$ cat src/hdl/pcsc_pkg.sv
// Package for the pixel color space converter: mode codes, payload types and
// the reciprocal constants used for division by fixed divisors. No dependencies.
package pcsc_pkg;
    typedef enum logic [1:0] {
        MODE_GRAY    = 2'd0,
        MODE_RGB2HSV = 2'd1,
        MODE_INVERT  = 2'd2,
        MODE_HSV2RGB = 2'd3
    } mode_t;

    typedef struct packed {
        logic [7:0] c0;
        logic [7:0] c1;
        logic [7:0] c2;
        logic       last;
    } pix_t;

    // Division by 255 is a multiply by this value followed by a shift of 24.
    localparam logic [16:0] DIV255_MUL   = 17'd65794;
    // Division by 15300 is a multiply by this value followed by a shift of 36.
    localparam logic [22:0] DIV15300_MUL = 23'd4491470;
    // Division by 3 is a multiply by this value followed by a shift of 11.
    localparam logic [9:0]  DIV3_MUL     = 10'd683;
endpackage

$ cat src/hdl/pcsc_if.sv
// Valid/ready stream interface carrying one pixel per transfer.
// Depends on pcsc_pkg.
interface pcsc_if;
    logic               valid;
    logic               ready;
    pcsc_pkg::pix_t     data;
    modport source (output valid, output data, input ready);
    modport sink   (input valid, input data, output ready);
endinterface

$ cat src/hdl/pixel_color_space_convert_unit.sv
// Pixel color space converter, top level.
// Four register stages; throughput one pixel per cycle while the output is not
// stalled. A stall holds every stage in place.
// Reset clears the mode to gray and all stage valid bits.
// Depends on pcsc_pkg, pcsc_if and pcsc_div.
module pixel_color_space_convert_unit (
    input  logic       clk,
    input  logic       rst_n,
    input  logic       cfg_we,
    input  logic [1:0] cfg_data,
    pcsc_if.sink       s_in,
    pcsc_if.source     m_out
);
    import pcsc_pkg::*;

    mode_t mode_reg;
    logic [3:0] vld_reg;
    logic adv;
    assign adv = !vld_reg[3] || m_out.ready;
    assign s_in.ready = adv;

    always_ff @(posedge clk or negedge rst_n)
    begin
        if (!rst_n)
            mode_reg <= MODE_GRAY;
        else if (cfg_we)
            mode_reg <= mode_t'(cfg_data);
    end

    always_ff @(posedge clk or negedge rst_n)
    begin
        if (!rst_n)
            vld_reg <= '0;
        else if (adv)
            vld_reg <= {vld_reg[2:0], s_in.valid};
    end

    // Stage 1: capture, max/min/numerators.
    logic [7:0] c0_reg, c1_reg, c2_reg, mx_reg, d_reg;
    logic sel_reg;
    logic [2:0] last_reg;
    logic [15:0] hn_reg, sn_reg;
    logic [7:0] pn_reg;
    logic [13:0] qn_reg, tn_reg;
    logic [2:0] sec_reg;
    logic [7:0] mx_n, mn_n, d_n, r, g, b;
    logic [15:0] hn_n, sn_n;
    logic [8:0] hh;
    logic [2:0] sec_n;
    logic [5:0] f, fc_n;
    assign r = s_in.data.c0;
    assign g = s_in.data.c1;
    assign b = s_in.data.c2;
    always_comb
    begin
        mx_n = (r >= g) ? r : g;
        if (b > mx_n) mx_n = b;
        mn_n = (r <= g) ? r : g;
        if (b < mn_n) mn_n = b;
        d_n = mx_n - mn_n;
        if (mx_n == r)
            hn_n = 16'(180 * d_n + 30 * g - 30 * b);
        else if (mx_n == g)
            hn_n = 16'(60 * d_n + 30 * b - 30 * r);
        else
            hn_n = 16'(120 * d_n + 30 * r - 30 * g);
        hh = {b, 1'b0};
        if (hh >= 9'd360) hh = '0;
        if (hh >= 9'd300)
        begin
            sec_n = 3'd5;
            f = 6'(hh - 9'd300);
        end
        else if (hh >= 9'd240)
        begin
            sec_n = 3'd4;
            f = 6'(hh - 9'd240);
        end
        else if (hh >= 9'd180)
        begin
            sec_n = 3'd3;
            f = 6'(hh - 9'd180);
        end
        else if (hh >= 9'd120)
        begin
            sec_n = 3'd2;
            f = 6'(hh - 9'd120);
        end
        else if (hh >= 9'd60)
        begin
            sec_n = 3'd1;
            f = 6'(hh - 9'd60);
        end
        else
        begin
            sec_n = 3'd0;
            f = 6'(hh);
        end
    end

    logic [13:0] sf_n, sg_n;
    assign fc_n = 6'd60 - f;
    assign sf_n = {6'd0, g} * {8'd0, f};
    assign sg_n = {6'd0, g} * {8'd0, fc_n};
    assign sn_n = {8'd0, d_n} * 16'd255;

    always_ff @(posedge clk)
    begin
        if (adv)
        begin
            c0_reg <= r;
            c1_reg <= g;
            c2_reg <= b;
            mx_reg <= mx_n;
            d_reg <= d_n;
            hn_reg <= hn_n;
            sn_reg <= sn_n;
            sec_reg <= sec_n;
            sel_reg <= (mx_n == r);
            pn_reg <= 8'd255 - g;
            qn_reg <= 14'd15300 - sf_n;
            tn_reg <= 14'd15300 - sg_n;
            last_reg[0] <= s_in.data.last;
            last_reg[2:1] <= last_reg[1:0];
        end
    end

    // Stage 2: multiplications by V, upper quotient bits of hue and saturation.
    logic [7:0] c0b, c1b, c2b, mxb, db;
    logic selb;
    logic [2:0] secb;
    logic [15:0] pm_reg;
    logic [21:0] qm_reg, tm_reg;
    always_ff @(posedge clk)
    begin
        if (adv)
        begin
            c0b <= c0_reg; c1b <= c1_reg; c2b <= c2_reg;
            mxb <= mx_reg; db <= d_reg;
            selb <= sel_reg; secb <= sec_reg;
            pm_reg <= {8'd0, c0_reg} * {8'd0, pn_reg};
            qm_reg <= {14'd0, c0_reg} * {8'd0, qn_reg};
            tm_reg <= {14'd0, c0_reg} * {8'd0, tn_reg};
        end
    end

    logic [7:0] hq, sq;
    pcsc_div #(.NW(16), .DW(8), .QW(8)) u_hdiv (
        .clk (clk),
        .en  (adv),
        .num (hn_reg),
        .den (d_reg),
        .quo (hq)
    );
    pcsc_div #(.NW(16), .DW(8), .QW(8)) u_sdiv (
        .clk (clk),
        .en  (adv),
        .num (sn_reg),
        .den (mx_reg),
        .quo (sq)
    );

    // Stage 3: lower quotient bits, divisions by 255 and 15300.
    logic [32:0] pr;
    logic [44:0] qr, tr;
    assign pr = {17'd0, pm_reg} * {16'd0, DIV255_MUL};
    assign qr = {23'd0, qm_reg} * {22'd0, DIV15300_MUL};
    assign tr = {23'd0, tm_reg} * {22'd0, DIV15300_MUL};

    logic [7:0] c0c, c1c, c2c, mxc, hc, sc, pc, qc, tc;
    logic [2:0] secc;
    always_ff @(posedge clk)
    begin
        if (adv)
        begin
            c0c <= c0b; c1c <= c1b; c2c <= c2b; mxc <= mxb; secc <= secb;
            if (db == 8'd0)
                hc <= '0;
            else if (selb && hq >= 8'd180)
                hc <= hq - 8'd180;
            else
                hc <= hq;
            sc <= (mxb == 8'd0) ? 8'd0 : sq;
            pc <= pr[31:24]; qc <= qr[43:36]; tc <= tr[43:36];
        end
    end

    // Stage 4: mode select into output register.
    pix_t o_n, o_reg;
    logic [9:0] sum;
    logic [19:0] gp;
    assign sum = 10'(c0c) + 10'(c1c) + 10'(c2c);
    assign gp = {10'd0, sum} * {10'd0, DIV3_MUL};
    always_comb
    begin
        o_n.last = last_reg[2];
        o_n.c0 = '0; o_n.c1 = '0; o_n.c2 = '0;
        case (mode_reg)
            MODE_GRAY:    o_n.c0 = gp[18:11];
            MODE_RGB2HSV: begin o_n.c0 = mxc; o_n.c1 = sc; o_n.c2 = hc; end
            MODE_INVERT:  begin o_n.c0 = ~c0c; o_n.c1 = ~c1c; o_n.c2 = ~c2c; end
            default:
            begin
                case (secc)
                    3'd0: begin o_n.c0 = c0c; o_n.c1 = tc; o_n.c2 = pc; end
                    3'd1: begin o_n.c0 = qc; o_n.c1 = c0c; o_n.c2 = pc; end
                    3'd2: begin o_n.c0 = pc; o_n.c1 = c0c; o_n.c2 = tc; end
                    3'd3: begin o_n.c0 = pc; o_n.c1 = qc; o_n.c2 = c0c; end
                    3'd4: begin o_n.c0 = tc; o_n.c1 = pc; o_n.c2 = c0c; end
                    default: begin o_n.c0 = c0c; o_n.c1 = pc; o_n.c2 = qc; end
                endcase
            end
        endcase
    end
    always_ff @(posedge clk)
    begin
        if (adv)
            o_reg <= o_n;
    end
    assign m_out.valid = vld_reg[3];
    assign m_out.data = o_reg;
endmodule

$ cat src/hdl/pcsc_div.sv
// Restoring divider: the upper half of the quotient bits is formed
// before an internal register, the lower half after it. Requires num < den << QW.
// No dependencies; used by the converter datapath.
module pcsc_div #(
    parameter int NW = 16,
    parameter int DW = 8,
    parameter int QW = 8
) (
    input  logic          clk,
    input  logic          en,
    input  logic [NW-1:0] num,
    input  logic [DW-1:0] den,
    output logic [QW-1:0] quo
);
    localparam int HB = QW / 2;

    logic [NW-1:0] rem_a, rem_b, rem_reg;
    logic [QW-1:0] q_a, q_b, q_reg;
    logic [DW-1:0] den_reg;
    logic [NW-1:0] den_w, den_rw;

    assign den_w  = {{(NW-DW){1'b0}}, den};
    assign den_rw = {{(NW-DW){1'b0}}, den_reg};

    always_comb
    begin
        rem_a = num;
        q_a = '0;
        for (int i = QW - 1; i >= HB; i--)
        begin
            if (rem_a >= (den_w << i))
            begin
                rem_a = rem_a - (den_w << i);
                q_a[i] = 1'b1;
            end
        end
    end

    always_ff @(posedge clk)
    begin
        if (en)
        begin
            rem_reg <= rem_a;
            q_reg <= q_a;
            den_reg <= den;
        end
    end

    always_comb
    begin
        rem_b = rem_reg;
        q_b = q_reg;
        for (int i = HB - 1; i >= 0; i--)
        begin
            if (rem_b >= (den_rw << i))
            begin
                rem_b = rem_b - (den_rw << i);
                q_b[i] = 1'b1;
            end
        end
    end

    assign quo = q_b;
endmodule
$ cat src/flat_wrapper.sv
// flat-port wrapper written by rule: the top's interface ports become plain ports
module pixel_color_space_convert_unit_flat import pcsc_pkg::*;
  (clk, rst_n, cfg_we, cfg_data, s_in_valid, s_in_data, s_in_ready, m_out_valid, m_out_data, m_out_ready);
  pcsc_if s_in_i ();
  pcsc_if m_out_i ();
  input  logic clk;
  input  logic rst_n;
  input  logic cfg_we;
  input  logic [1:0] cfg_data;
  input wire logic [$bits(s_in_i.valid)-1:0] s_in_valid;
  input wire logic [$bits(s_in_i.data)-1:0] s_in_data;
  output wire logic [$bits(s_in_i.ready)-1:0] s_in_ready;
  output wire logic [$bits(m_out_i.valid)-1:0] m_out_valid;
  output wire logic [$bits(m_out_i.data)-1:0] m_out_data;
  input wire logic [$bits(m_out_i.ready)-1:0] m_out_ready;
  assign s_in_i.valid = s_in_valid;
  assign s_in_i.data = s_in_data;
  assign s_in_ready = s_in_i.ready;
  assign m_out_valid = m_out_i.valid;
  assign m_out_data = m_out_i.data;
  assign m_out_i.ready = m_out_ready;
  pixel_color_space_convert_unit u_core (.clk(clk), .rst_n(rst_n), .cfg_we(cfg_we), .cfg_data(cfg_data), .s_in(s_in_i), .m_out(m_out_i));
endmodule
$ cat config.mk
export PLATFORM = sky130hd
export DESIGN_NAME = pixel_color_space_convert_unit_flat
export DESIGN_NICKNAME = d
export VERILOG_FILES = /design/src/hdl/pcsc_pkg.sv /design/src/hdl/pcsc_if.sv /design/src/hdl/pixel_color_space_convert_unit.sv /design/src/hdl/pcsc_div.sv /design/src/flat_wrapper.sv
export SDC_FILE = /design/constraint.sdc
export NUM_CORES = 2
export LEC_CHECK = 0
export ABC_AREA = 1
export ABC_CLOCK_PERIOD_IN_PS = 18800
export BUFFER_PORTS_ARGS = -buffer_cell sky130_fd_sc_hd__buf_4
export CAP_MARGIN = 20
export CORE_MARGIN = 2
export CORE_UTILIZATION = 35
export CTS_CLUSTER_SIZE = 40
export DETAILED_ROUTE_END_ITERATION = 8
export PLACE_DENSITY = 0.6
export SLEW_MARGIN = 30
export SYNTH_ARGS = -nofsm -noshare
export SYNTH_HDL_FRONTEND = slang
export SYNTH_SLANG_ARGS = --single-unit
$ cat constraint.sdc
create_clock -name clk -period 18.8 [get_ports clk]
set_input_delay 4.7 -clock clk [delete_from_list [all_inputs] [get_ports clk]]
set_output_delay 4.7 -clock clk [all_outputs]
set_load 0.005 [all_outputs]
==> reports/qor.txt <==
Slew HR: 38.30%
Fillcell total: 16,305
CTS Buf Count: 47
Initial antenna violation count: 13
Area Overhead vs Synth: 7.579%
Max reg flops: 25
Post-detail-place hpwl: 118,200 µm
Clk buf depth: 3
Least-Margin Pin Slew: 0.9255 ns
Critical path fanouts, max: 16
IO buf count: 58
DR pass1 iterations: 6
Synthesized Nets: 8,217
CP max stage cell: fa_1
Starting DRC count in detailed routing: 2,432
Synth top area cells: ha_1 23%, fa_1 20%, edfxtp_1 18%, inv_1 9.6%, nand2_1 7.1%
Most frequent cells in the layout: 1,455 x inv_1, 1,073 x nand2_1, 1,064 x ha_1
Die Footprint: 165,600 µm²
Nets: 8,230
Yosys top cell by area: ha_1
CP bufs+invs: 8
Synth Cell Area: 56,840 µm²
Global-route usage over all layers: 17.34%
First-pass GRT wire length: 229,100 µm
RSZ-0062 raised after global routing: false
Die Y: 407.0 µm
WL final: 140,900 µm
Commonest non-fill, non-tap cell in the layout: inv_1
Synthesized flop and latch total: 355
Cts hold-fix bufs: 0
Met3 Use GR: 1.941%
Seq/Total Area, Yosys: 18.70%
Async SR Flop Fraction: 1.690%
Overflow after GRT: 0
Core Area: 160,900 µm²
Fin Setup TNS: 0 ns
Top-level I/O count: 59
Syn avg cell area: 8.665 µm²
Met1 Use GR: 25.46%
Antenna-violating nets left: 0
Largest net degree at the start of global routing: 160
Starting Density: 35.32%
Vias in the first global route: 42,918
Reg clk slew, reported paths: 0.05 ns
Postcts setup bufs: 0
Fin crit share: 73.76%
Top cell type's share of synthesized area: 23.42%
Max_cap viols: 0
Share of cells above drive strength 1: 4.525%
Busiest grt layer: met2
Req. time, crit path: 19.16 ns
Average routed wire per standard cell: 16.07 µm
H-tree depth: 2
Final Max Slew Viols: 0
Syn. warnings: 0
Commonest register cell after synthesis: edfxtp_1
Critical path's top delay family: adder cells
Max Clock Skew: 0.02582 ns
Achievable Freq: 72.12 MHz
Clock latency on the worst-skew pair: 0.63 ns
Worst min path class: flip-flop to flip-flop
Grt met2 use: 27.34%
Die Wd: 407.0 µm
DRC Markers: 0
Critical path endpoint category: flip-flop
Gpl congestion: 0.9056
Final Hold Fails: 0
Critical path launch point type: input port
Fin crit period: 13.87 ns
Final setup vio count: 0
Mapped Cells: 6,560
Status: finished clean
Vias/cell: 4.840
Post-synth cell types: 74
Number of flops mapped to enable cells by yosys: 349
Row count: 147
WP data arrival: 14.23 ns
Clock sinks: 355
Setup CP Type: input port to flip-flop
Delay of the slowest critical-path stage: 0.66 ns
Vias: 42,440
CTS tree: done
Post-CTS sizing: 0
Root buffer cell: clkbuf_16
path summary, 6_finish.rpt:
path | slack (ns) | depth (start not counted) | start | end
setup / recovery | 4.93 | 45 | s_in_data[10] | u_core.hn_reg[14]
hold / removal | 0.42 | 0 | u_core.c2b[3] | u_core.c2c[3]
setup reg to reg | 9.28 | 45 | u_core.mx_reg[4] | u_core.u_sdiv.rem_reg[15]
hold reg to reg | 0.42 | 0 | u_core.c2b[3] | u_core.c2c[3]
max in group asynchronous | 14.79 | 1 | rst_n | u_core.mode_reg[1]
min in group asynchronous | 3.89 | 1 | rst_n | u_core.vld_reg[0]
cell usage after synthesis, types with 15 or more instances:
| cell | number |
|---|---|
| nand4_1 | 51 |
| o21ai_2 | 23 |
| edfxtp_1 | 349 |
| o221ai_1 | 18 |
| or2_2 | 15 |
| ha_1 | 1064 |
| a21o_1 | 25 |
| nor2_2 | 20 |
| o21bai_1 | 37 |
| fa_1 | 561 |
| xor2_1 | 209 |
| nor3_1 | 26 |
| nand3_1 | 198 |
| o21ai_1 | 22 |
| inv_1 | 1455 |
| nor2_1 | 299 |
| nand2_1 | 1074 |
| o211ai_1 | 24 |
| xnor2_1 | 115 |
| nand2_2 | 37 |
| o21ai_0 | 236 |
| clkbuf_1 | 73 |
| clkbuf_2 | 19 |
| a21oi_1 | 389 |
per-layer routing:
metal	share of wire [%]	vias to the layer above
met4	2.0	2
met1	50	20388
met2	44	809
li1	-	21108
met5	0.0092	-
met3	4.6	133
area by class of cell:
class | instances | area [µm²] | area share [%]
Antenna cell | 1 | 2.502 | 0.004092
Inverter | 1477 | 5552 | 9.079
Tap cell | 2160 | 2703 | 4.420
Timing Repair Buffer | 73 | 564.3 | 0.9228
Multi-Input combinational cell | 4619 | 40150 | 65.65
Sequential cell | 355 | 10630 | 17.38
Clock inverter | 30 | 306.5 | 0.5013
Clock buffer | 54 | 1245 | 2.036
worst reg2reg max path, delay by kind of cell (launching register included):
family / cells / cell delay (ns)
simple gates: 22 / 3.13
buf+inv: 4 / 0.58
flops: 1 / 0.60
compound gates: 15 / 3.27
fa+ha+maj: 4 / 1.66
kinds of logic (layout without fill, tap and decap cells):
logic type,count (synthesis),after routing,share of synthesized area (%)
other cells,0,1,0
simple gates,1794,1794,13.53
buf+inv,1586,1634,10.69
fa+ha+maj,1625,1625,43.18
compound gates,874,874,8.853
xor+xnor,326,326,5.050
flops,355,355,18.70
metrics by stage:
| stage | setup slack, ns | hold slack (ns) | area, µm² | cells | utilization [%] |
|---|---|---|---|---|---|
| 6_report | 4.934 | 0.4190 | 61150 | 8769 | 38.00 |
| 3_3_place_gp | 4.527 | 0.4004 | 59590 | 8684 | 37.03 |
| 4_1_cts | 5.043 | 0.4178 | 61140 | 8768 | 37.99 |
| 5_1_grt | 4.145 | 0.4227 | 61150 | 8769 | 38.00 |
| 3_5_place_dp | 4.375 | 0.4045 | 59590 | 8684 | 37.03 |
| 2_1_floorplan | 1.908 | 0.4003 | 56840 | 6560 | - |
Power is left out: the tool's default activity adds up to more than one toggle a clock period on the data nets, which glitch-free logic cannot reach.
